## config.mk

```make
export PLATFORM = sky130hd
export DESIGN_NAME = tmrq_cell
export DESIGN_NICKNAME = d
export VERILOG_FILES = /design/src/rtl/core/tmrq_pkg.sv /design/src/rtl/core/tmrq_cell.sv
export SDC_FILE = /design/constraint.sdc
export NUM_CORES = 1
export LEC_CHECK = 0
export BUFFER_PORTS_ARGS = -buffer_cell sky130_fd_sc_hd__buf_4
export CAP_MARGIN = 20
export CORE_MARGIN = 4
export CORE_UTILIZATION = 49
export DETAILED_ROUTE_END_ITERATION = 16
export PLACE_DENSITY = 0.85
export SKIP_LAST_GASP = 1
export SLEW_MARGIN = 10
export SYNTH_ARGS = -nofsm -noshare
export SYNTH_HDL_FRONTEND = slang
export SYNTH_SLANG_ARGS = --single-unit
export TNS_END_PERCENT = 5
```

## constraint.sdc

```tcl
create_clock -name clk -period 9.8 [get_ports clk]
set_input_delay 1.96 -clock clk [delete_from_list [all_inputs] [get_ports clk]]
set_output_delay 1.96 -clock clk [all_outputs]
set_load 0.03 [all_outputs]
```

## src/rtl/core/tmrq_pkg.sv

```systemverilog
`default_nettype none
package tmrq_pkg;

  localparam int SLOTS       = 64;
  localparam int HANDLE_BITS = 16;
  localparam int RANK_BITS   = 16;
  localparam int COMM_BITS   = 16;
  localparam int TAG_BITS    = 32;
  localparam int KEY_W       = COMM_BITS + RANK_BITS + TAG_BITS;
  localparam int CNT_W       = $clog2(SLOTS + 1);

  typedef logic [KEY_W-1:0]       key_t;
  typedef logic [HANDLE_BITS-1:0] handle_t;
  typedef logic [CNT_W-1:0]       count_t;

  typedef enum logic [0:0] {
    OP_ENQ = 1'b0,
    OP_DEQ = 1'b1
  } opcode_t;

  typedef enum logic [1:0] {
    ST_OK   = 2'd0,
    ST_MISS = 2'd1,
    ST_FULL = 2'd2
  } status_t;

  typedef struct packed {
    opcode_t            opcode;
    logic [15:0]        comm_id;
    logic [15:0]        source_rank;
    logic signed [31:0] msg_tag;
    logic [15:0]        request_handle;
  } req_t;

  typedef struct packed {
    status_t     status;
    logic [15:0] found_handle;
    logic [6:0]  pending_count;
  } rsp_t;

  // per-cell view for the sweep control
  typedef struct packed {
    logic tok;
    logic valid;
    logic acc;
    logic hit;
  } cell_stat_t;

  function automatic key_t make_key(input req_t r);
    make_key = {r.comm_id[COMM_BITS-1:0], r.source_rank[RANK_BITS-1:0],
                r.msg_tag[TAG_BITS-1:0]};
  endfunction

endpackage
`default_nettype wire

```

## src/rtl/core/tmrq_cell.sv

```systemverilog
`default_nettype none
module tmrq_cell
  import tmrq_pkg::*;
(
  input  wire logic       clk,
  input  wire logic       rst,
  input  wire logic       enq_we,
  input  wire key_t       enq_key,
  input  wire handle_t    enq_handle,
  input  wire key_t       qry_key,
  input  wire logic       prev_valid,
  input  wire logic       tok_in,
  input  wire logic       fnd_in,
  input  wire logic       nxt_valid,
  input  wire key_t       nxt_key,
  input  wire handle_t    nxt_handle,
  output logic            tok_out,
  output logic            fnd_out,
  output logic            valid,
  output key_t            key,
  output handle_t         handle,
  output cell_stat_t      stat
);

  logic tok;
  logic fnd;
  logic match;
  logic acc;
  logic shift;
  logic write;

  assign match   = tok && valid && (key == qry_key);
  assign acc     = fnd || match;
  assign shift   = tok && valid && acc;
  assign write   = enq_we && !valid && prev_valid;
  assign tok_out = tok && valid;
  assign fnd_out = acc;

  assign stat.tok   = tok;
  assign stat.valid = valid;
  assign stat.acc   = tok && acc;
  assign stat.hit   = match && !fnd;

  always_ff @(posedge clk) begin
    if (rst) begin
      valid <= 1'b0;
      tok   <= 1'b0;
      fnd   <= 1'b0;
    end else begin
      tok <= tok_in;
      fnd <= fnd_in;
      if (shift) begin
        valid <= nxt_valid;
      end else if (write) begin
        valid <= 1'b1;
      end
    end
  end

  always_ff @(posedge clk) begin
    if (shift) begin
      key    <= nxt_key;
      handle <= nxt_handle;
    end else if (write) begin
      key    <= enq_key;
      handle <= enq_handle;
    end
  end

endmodule
`default_nettype wire

```

==> results of run 1 <==
where the power goes:
part	internal, mW	switching, mW
clock	0.168	0.144
sequential	0.410	0.0161
combinational	0.143	0.136
total	0.721	0.296
cell usage after synthesis (3+ instances only):
cell type,n
clkbuf_1,70
and3_1,80
edfxtp_1,80
buf_1,7
nor2b_1,94
inv_1,20
xnor2_1,29
buf_6,9
a221oi_2,79
o311ai_1,80
nor4_1,6
dfxtp_1,3
a2111oi_2,3
o21ai_0,80
nand4_1,10
o22ai_1,8
xor2_1,14
nand2_1,82
critical path: cells and delay by family:
family                    cells  cell delay, ps
buffers and inverters         3             560
and+or+nand+nor               5            1640
xor gates and xnor gates      1             270
path summary, 6_finish.rpt:
path	end
max	stat[0]
min	valid
max reg2reg	key[5]
min reg2reg	valid
stage by stage:
step           cells  setup slack [ps]  cell area (um^2)
6_report        1216              3380              9940
5_1_grt         1216              3280              9940
4_1_cts         1215              3390              9910
3_5_place_dp    1199              3410              9660
3_3_place_gp    1199              3420              9660
2_1_floorplan    777              1770              7340
cells in the final DEF, fill, tap and decap left out, drive strengths merged, types with 2 or more instances in the layout:
cell and n:
buf 328, nor2b 94, nand2 82, a221oi 81, and3 80, o21ai 80
o311ai 80, edfxtp 80, xnor2 29, inv 22, xor2 14, clkbuf 11
nand4 10, o22ai 8, nor4 6, clkinv 5, a2111oi 4, dfxtp 3
nor3 2, a21oi 2, o31a 2
routing by layer:
layer | vias to the layer above | global-route usage (%) | wire length [um]
li1 | 3557 | - | -
met1 | 3618 | 39.0 | 10100
met2 | 503 | 49.2 | 12900
met3 | 76 | 6.59 | 2920
met4 | 0 | 15.5 | 1330
met5 | - | 0 | 0
kinds of logic after synthesis:
family	synth area share, %
buffers and inverters	6.72
DFF	33.6
xor gates and xnor gates	5.13
AOI/OAI and AO/OA	33.7
and+or+nand+nor	20.9
registers in the layout, indices dropped and copies added, names as in the netlist:
name,count
key,64
handle,16
fnd,1
tok,1
valid,1
area by class of cell:
cell class / instances / area, um^2 / share of cell area (%)
Sequential cell: 83 / 2470 / 24.8
Inverter: 22 / 85.1 / 0.856
Clock inverter: 5 / 20.0 / 0.201
Clock buffer: 11 / 233 / 2.34
Tap cell: 184 / 230 / 2.32
Timing Repair Buffer: 328 / 2480 / 25.0
Multi-Input combinational cell: 583 / 4420 / 44.5
==> impl_metrics.yaml, run 1 <==
setup_path:
  crit-reg2reg-launch: "key[21]"
  crit_path_frequent_cell: "buf_4"
  worst-r2r-setup-slack_ps: 6180
  timing.critical_path.arrival_ps: 4460
  critPathMaxStageDelay_ps: 580
  cp_cell_sequence: "buf_4 -> xnor2_1 -> nand4_1 -> nor4_1 -> nand4_1 -> buf_4 -> or2_4 -> nor3_1 -> buf_4"
  slowest_stage: "or2_4"
  worst_setup_path_startpoint: "qry_key[13]"
  worst-setup-path-type: "input port to primary output"
  r2r.worst_path.cells: 8
  critical_path_peak_fanout: 81
  critical_path.startpoint_type: "input port"
  cp_data_required_time_ps: 7840
  worst_setup_path_end_kind: "primary output"
synthesis:
  postSynthAreaPerCell_um2: 9.44
  synth.distinct_cells: 35
  synth.area.top_cells: "edfxtp_1, a221oi_2, o311ai_1"
  synth_seq_area_share_pct: 33.6
  ys.flop_type: "edfxtp_1"
  synth_top_cell_by_area: "edfxtp_1"
  netlist_area_um2: 7340
  yosys_register_bits: 83
  async_flop_share_pct: 0
  count_of_mapped_cells_out_of_synthesis: 777
  synth.yosys.warnings: 0
  synth_enable_flop_cells: 80
  synth_fp_nets: 1008
  synth_top_area_share_pct: 32.7
floorplanning:
  floorplan.initialDensity_pct: 50.3
  die_height_um: 130
  io-pin-count: 318
  die-area_um2: 17000
  core-area_um2: 14600
  floorplan.rows: 44
  die_w_um: 130
sta:
  maxSlewViolCount: 0
  maxClockFrequency_ghz: 0.156
  fin_tns_setup_ps: 0
  rsz0062_at_grt: "false"
  worst_hold_check_slack_ps: 718
  fin_skew_ps: 8.97
  max_slew_margin_vs_limit_pct: 31.5
  final_min_period_over_clock_period_pct: 65.5
  setup-violations-final: 0
  worst_slew_pin_slew_ps: 1030
  layout_min_cycle_time_ps: 6420
  timing.final.hold_violations: 0
route:
  drtAntennaViolNets: 0
  viasPerCell: 6.38
  avgRoutedWirePerCell_um: 22.4
  route.detailed.drc: 0
  drt_wl_total_mm: 27.2
  dr.first_iter.drc_count: 826
  drt-pass1-iter-count: 5
  num_vias: 7754
final_layout:
  fillers: 1218
  drive_gt1_share_pct: 41.6
  design.final.nets: 1258
  antenna_cells: 0
  area_delta_synth_final_pct: 35.4
  final_core_utilization_pct: 68.1
global_route:
  grt_antenna_before_repair: 0
  grt_pass1_wl_mm: 40.4
  first_global_vias: 7400
  grt_overall_usage_pct: 30.6
  overflow: 0
  grt_start_max_net_pins: 107
power_and_ir_drop:
  p_total_mw: 1.02
  leakagePower_nw: 3.76
  peakVddDrop_mv: 0.0845
  power-per-cell-area_nw_per_um2: 102
clock_tree:
  tritoncts.num_buffers: 9
  clkSlewWorstSetupHoldPaths_ps: 60
  clk_root_buffer_cell: "clkbuf_16"
  cts-htree-levels: 3
  clock_latency_ps: 350
  cts.sink_count: 83
  cts_hold_buffers: 0
  clock_tree.buffer_depth: 2
  post_cts.repair.setup_buffers: 0
  tritoncts: "done"
  ctsResizeCount: 0
worst_hold_path:
  worst_hold_startpoint: "valid"
  hold-path-cell-count: 3
  hold_class: "flop to flop"
status:
  status: "finished, final reports clean"
placement:
  place.port_buffers: 317
  gp_congestion: 0.893
  dp_hpwl_mm: 19.1
run:
  cap_viol_max_count: 0
Power figures use the tool's default switching activity.
==> run 2: changes to the inputs <==
--- a/config.mk
+++ b/config.mk
@@ -8,9 +8,9 @@
 export BUFFER_PORTS_ARGS = -buffer_cell sky130_fd_sc_hd__buf_4
 export CAP_MARGIN = 20
 export CORE_MARGIN = 4
-export CORE_UTILIZATION = 49
+export CORE_UTILIZATION = 44
 export DETAILED_ROUTE_END_ITERATION = 16
-export PLACE_DENSITY = 0.85
+export PLACE_DENSITY = 0.81
 export SKIP_LAST_GASP = 1
 export SLEW_MARGIN = 10
 export SYNTH_ARGS = -nofsm -noshare
==> constraint.sdc (replaced) <==
create_clock -name clk -period 5.7 [get_ports clk]
set_input_delay 1.14 -clock clk [delete_from_list [all_inputs] [get_ports clk]]
set_output_delay 1.14 -clock clk [all_outputs]
set_load 0.03 [all_outputs]
==> impl_metrics.yaml, run 2 (synthesized netlist as in run 1, its figures left out) <==
status:
  status: "finished, final reports clean"
route:
  drt_wl_total_mm: 28.1
  drt-pass1-iter-count: 5
  viasPerCell: 6.18
  num_vias: 7730
  dr.first_iter.drc_count: 663
  drtAntennaViolNets: 0
  route.detailed.drc: 0
  avgRoutedWirePerCell_um: 22.5
power_and_ir_drop:
  peakVddDrop_mv: 0.142
  internal_power_mw: 1.28
  power-per-cell-area_nw_per_um2: 179
  p_comb_share_pct: 26.7
  power.share.sequential_pct: 40.9
  leakagePower_nw: 3.77
  power.switching_fraction_pct: 28.4
  pwr-share-clk_pct: 32.4
  p_sw_uw: 508
clock_tree:
  clk_root_buffer_cell: "clkbuf_16"
  cts_hold_buffers: 0
  ctsResizeCount: 0
  cts-htree-levels: 3
  clock_latency_ps: 340
  clkSlewWorstSetupHoldPaths_ps: 60
  tritoncts.num_buffers: 9
  tritoncts: "done"
  cts.sink_count: 83
  post_cts.repair.setup_buffers: 0
  clock_tree.buffer_depth: 2
floorplanning:
  die_height_um: 137
  core-area_um2: 16100
  io-pin-count: 318
  die-area_um2: 18800
  floorplan.initialDensity_pct: 45.5
  die_w_um: 137
  floorplan.rows: 46
final_layout:
  largest_register_ffs: 64
  area_delta_synth_final_pct: 36.3
  commonest_cells_after_routing_fill_and_taps_aside: "buf_4, nor2b_1, nand2_1"
  top_regs: "key: 64 flops, handle: 16 flops"
  antenna_cells: 0
  drive_gt1_share_pct: 41.9
  mostFrequentLayoutCell: "buf_4"
  largest-register: "key"
  design.final.nets: 1261
placement:
  dp_hpwl_mm: 20.1
  gp_congestion: 0.845
  place.port_buffers: 317
  dpl_worst_slack_ps: 1230
setup_path:
  worst_setup_path_startpoint: "qry_key[8]"
  worst_setup_path_end_kind: "primary output"
  crit-reg2reg-launch: "valid"
  worst-setup-path-type: "input port to primary output"
  critical_path.startpoint_type: "input port"
  timing.critical_path.arrival_ps: 3330
  critical_path_peak_fanout: 34
  cp_data_required_time_ps: 4560
sta:
  fin_skew_ps: 10.3
  max_slew_margin_vs_limit_pct: 44.0
  maxClockFrequency_ghz: 0.224
  maxSlewViolCount: 0
  fin_tns_setup_ps: 0
  rsz0062_at_grt: "false"
  timing.final.hold_violations: 0
  layout_min_cycle_time_ps: 4470
  final_min_period_over_clock_period_pct: 78.4
  worst_slew_pin_slew_ps: 840
  post-route-worst-setup-slack_ps: 1230
  setup-violations-final: 0
global_route:
  grt_pass1_wl_mm: 41.3
  overflow: 0
  grt_overall_usage_pct: 28.5
  grt_antenna_before_repair: 0
  grt_start_max_net_pins: 93
  first_global_vias: 7241
worst_hold_path:
  hold_class: "flop to flop"
  worst_hold_startpoint: "valid"
run:
  cap_viol_max_count: 0
[run 2: cell types whose count changed in the layout (fill, tap and decap cells not counted), sizes merged]
cell	delta
bufinv	+1
clkinv	-2
buf	+3
[run 2: path summary, 6_finish.rpt]
check | cells past startpoint | slack [ps] | endpoint
setup / recovery | 7 | 1230 | stat[0]
hold / removal | 3 | 720 | valid
setup reg to reg | 7 | 2240 | key[11]
hold reg to reg | 3 | 720 | valid
[run 2: layout make-up]
class	count	area, um^2
fillers	1411	6110
multi-input cells	583	4420
repair buffers	331	2480
flip-flops and latches	83	2470
well taps	216	270
clock buffers	11	233
inverters	22	85.1
clock inverters	4	42.5
[run 2: power groups by stage]
stage / Clock (mW) / Combinational [mW] / Sequential (mW)
global placement: 0 / 0.467 / 0.746
global route: 0.617 / 0.516 / 0.735
detailed placement: 0 / 0.476 / 0.746
CTS: 0.588 / 0.478 / 0.733
floorplan: 0 / 0.208 / 0.778
finish: 0.580 / 0.478 / 0.733
[run 2: per-stage QoR]
stage	cell area [um^2]	cells	utilization (%)	hold slack (ps)	total power, mW
finish	10000	1250	62.1	723	1.79
global placement	9730	1235	60.4	715	1.21
CTS	10000	1250	62.1	734	1.80
floorplan	7340	777	-	749	0.987
global route	10000	1250	62.1	821	1.87
detailed placement	9730	1235	60.4	720	1.22
[run 2: routing by layer]
layer	GRT usage (%)	routed length, um	vias up
li1	-	-	3558
met3	6.91	3030	57
met1	36.9	10700	3695
met2	46.0	13300	420
met4	11.3	1020	0
met5	0	0	-
[run 2: worst max-delay path, cell delays in order]
cell and delay, ps:
buf_4 110, xor2_1 160, nor4_1 570, nand3_4 330, or2_4 500, nor3_1 280
buf_4 210
==> run 3: changes to the inputs <==
--- a/config.mk
+++ b/config.mk
@@ -5,12 +5,13 @@
 export SDC_FILE = /design/constraint.sdc
 export NUM_CORES = 1
 export LEC_CHECK = 0
+export ABC_AREA = 1
 export BUFFER_PORTS_ARGS = -buffer_cell sky130_fd_sc_hd__buf_4
 export CAP_MARGIN = 20
 export CORE_MARGIN = 4
-export CORE_UTILIZATION = 44
+export CORE_UTILIZATION = 40
 export DETAILED_ROUTE_END_ITERATION = 16
-export PLACE_DENSITY = 0.81
+export PLACE_DENSITY = 0.8
 export SKIP_LAST_GASP = 1
 export SLEW_MARGIN = 10
 export SYNTH_ARGS = -nofsm -noshare
==> constraint.sdc (replaced) <==
create_clock -name clk -period 3.7 [get_ports clk]
set_input_delay 0.74 -clock clk [delete_from_list [all_inputs] [get_ports clk]]
set_output_delay 0.74 -clock clk [all_outputs]
set_load 0.03 [all_outputs]
==> impl_metrics.yaml, run 3 <==
status:
  status: "finished, final reports clean"
final_layout:
  antenna_cells: 0
  design.final.nets: 1273
  commonest_cells_after_routing_fill_and_taps_aside: "buf_4, nand2_1, inv_1, nand3_1, edfxtp_1"
  largest_register_ffs: 64
  largest-register: "key"
  final_core_utilization_pct: 61.1
  drive_gt1_share_pct: 34.1
  top_regs: "key: 64 flops, handle: 16 flops"
  mostFrequentLayoutCell: "buf_4"
  stdcell_area_um2: 8090
  area_delta_synth_final_pct: 49.6
placement:
  dp_hpwl_mm: 16.7
  post_dp_cell_area_um2: 7810
  gp_congestion: 0.989
  place.port_buffers: 317
synthesis:
  synth_top_area_share_pct: 44.4
  async_flop_share_pct: 0
  synth.distinct_cells: 28
  synth_enable_flop_cells: 80
  synth_fp_nets: 968
  synth.area.top_cells: "edfxtp_1, nand2_1, nand3_1"
  netlist_area_um2: 5410
  synth_top_cells_by_count: "nand2_1, inv_1, nand3_1, edfxtp_1, nor2_1"
  synth_seq_area_share_pct: 45.5
  synth.yosys.warnings: 0
  count_of_mapped_cells_out_of_synthesis: 737
  ys.flop_type: "edfxtp_1"
  synth_top_cell_by_area: "edfxtp_1"
  synth.most_common_cell: "nand2_1"
  postSynthAreaPerCell_um2: 7.34
  yosys_register_bits: 83
global_route:
  grt_pass1_wl_mm: 31.1
  overflow: 0
  first_global_vias: 5941
  grt_overall_usage_pct: 25.8
  grt_start_max_net_pins: 81
  grt_antenna_before_repair: 0
setup_path:
  critPathMaxStageDelay_ps: 350
  timing.critical_path.arrival_ps: 2380
  critical_path_peak_fanout: 32
  cp_data_required_time_ps: 2960
  worst-setup-path-type: "input port to primary output"
  worst_path_dominant_cell_family: "simple AND/OR/NAND/NOR gates"
  cp.buffers_inverters: 2
  critical_path.startpoint_type: "input port"
  cp_cell_sequence: "buf_4 -> xnor2_1 -> nand2_1 -> nor2_1 -> nand2_1 -> nor2_1 -> nand3_2 -> nand2_4 -> buf_4"
  worst_setup_path_end_kind: "primary output"
  slowest_stage: "xnor2_1"
sta:
  fin_tns_setup_ps: 0
  maxClockFrequency_ghz: 0.321
  rsz0062_at_grt: "false"
  final_min_period_over_clock_period_pct: 84.2
  timing.final.hold_violations: 0
  layout_min_cycle_time_ps: 3120
  maxSlewViolCount: 0
  fin_skew_ps: 8.13
  worst_hold_check_slack_ps: 573
  worst_slew_pin_slew_ps: 829
  setup-violations-final: 0
  max_slew_margin_vs_limit_pct: 44.7
floorplanning:
  floorplan.rows: 42
  core-area_um2: 13200
  io-pin-count: 318
  die_w_um: 124
  floorplan.initialDensity_pct: 40.8
  die-area_um2: 15400
  die_height_um: 124
power_and_ir_drop:
  p_sw_uw: 748
  peakVddDrop_mv: 0.212
  power-per-cell-area_nw_per_um2: 319
  power.switching_fraction_pct: 29.0
  power.share.sequential_pct: 43.5
  internal_power_mw: 1.83
  p_comb_share_pct: 23.4
  leakagePower_nw: 4.32
  pwr-share-clk_pct: 33.1
  p_total_mw: 2.58
clock_tree:
  ctsResizeCount: 0
  tritoncts: "done"
  tritoncts.num_buffers: 9
  clock_latency_ps: 340
  post_cts.repair.setup_buffers: 0
  clkSlewWorstSetupHoldPaths_ps: 70
  cts.sink_count: 83
  clk_root_buffer_cell: "clkbuf_16"
  cts-htree-levels: 3
  cts_hold_buffers: 0
  clock_tree.buffer_depth: 2
route:
  route.detailed.drc: 0
  drtAntennaViolNets: 0
  dr.first_iter.drc_count: 414
  avgRoutedWirePerCell_um: 16.8
  drt_wl_total_mm: 20.5
  num_vias: 5971
  drt-pass1-iter-count: 6
  viasPerCell: 4.88
worst_hold_path:
  hold_class: "input port to flop"
run:
  cap_viol_max_count: 0
## run 3: kinds of logic after synthesis
family	after synthesis	share of synthesized area, %
xor gates and xnor gates	14	2.27
buffers and inverters	128	11.8
DFF	83	45.5
AOI/OAI and AO/OA	6	0.694
and+or+nand+nor	506	39.7
## run 3: worst register-to-register path, stage by stage, from the launching register on
cell      delay (ps)
edfxtp_1         420
xnor2_1          370
nand2_1          100
nor2_1           150
nand2_1           70
nor2_1           160
nand3_2          130
nand2_4          320
nand2_4          100
buf_4            380
nand2_1          240
nand2_1           70
## run 3: final cells by class
| cell class | instances | area (um^2) |
|---|---|---|
| clock buffer | 9 | 225 |
| timing repair buffer | 322 | 2440 |
| fill | 1226 | 5150 |
| tap | 176 | 220 |
| inverter | 100 | 375 |
| clock inverter | 7 | 51.3 |
| multi-input combinational | 526 | 2310 |
| sequential | 83 | 2460 |
## run 3: per-stage QoR
| stage | instances | setup WS [ps] |
|---|---|---|
| after floorplan | 737 | 628 |
| after global placement | 1207 | 563 |
| after detailed placement | 1207 | 517 |
| after CTS | 1223 | 560 |
| after global routing | 1223 | 465 |
| final | 1223 | 583 |
## run 3: final timing paths
kind | from | end | slack [ps] | cells after the start
setup / recovery | qry_key[52] | fnd_out | 580 | 9
hold / removal | rst | tok | 570 | 2
setup reg to reg | key[52] | key[12] | 960 | 11
hold reg to reg | valid | valid | 660 | 4
## run 3: power by group through the flow
stage / logic, mW / registers, mW / clock network, mW
5_1_grt: 0.656 / 1.13 / 0.911
2_1_floorplan: 0.205 / 1.22 / 0
4_1_cts: 0.606 / 1.12 / 0.872
6_report: 0.603 / 1.12 / 0.855
3_5_place_dp: 0.604 / 1.14 / 0
3_3_place_gp: 0.597 / 1.14 / 0
## run 3: layer usage
layer  track usage [%]  routed length (um)  up-vias
met5                 0                   0        -
met4              11.7                 797        0
met3              7.16                1980       47
met2              45.5               10400      330
met1              28.8                7310     2657
li1                  -                   -     2937
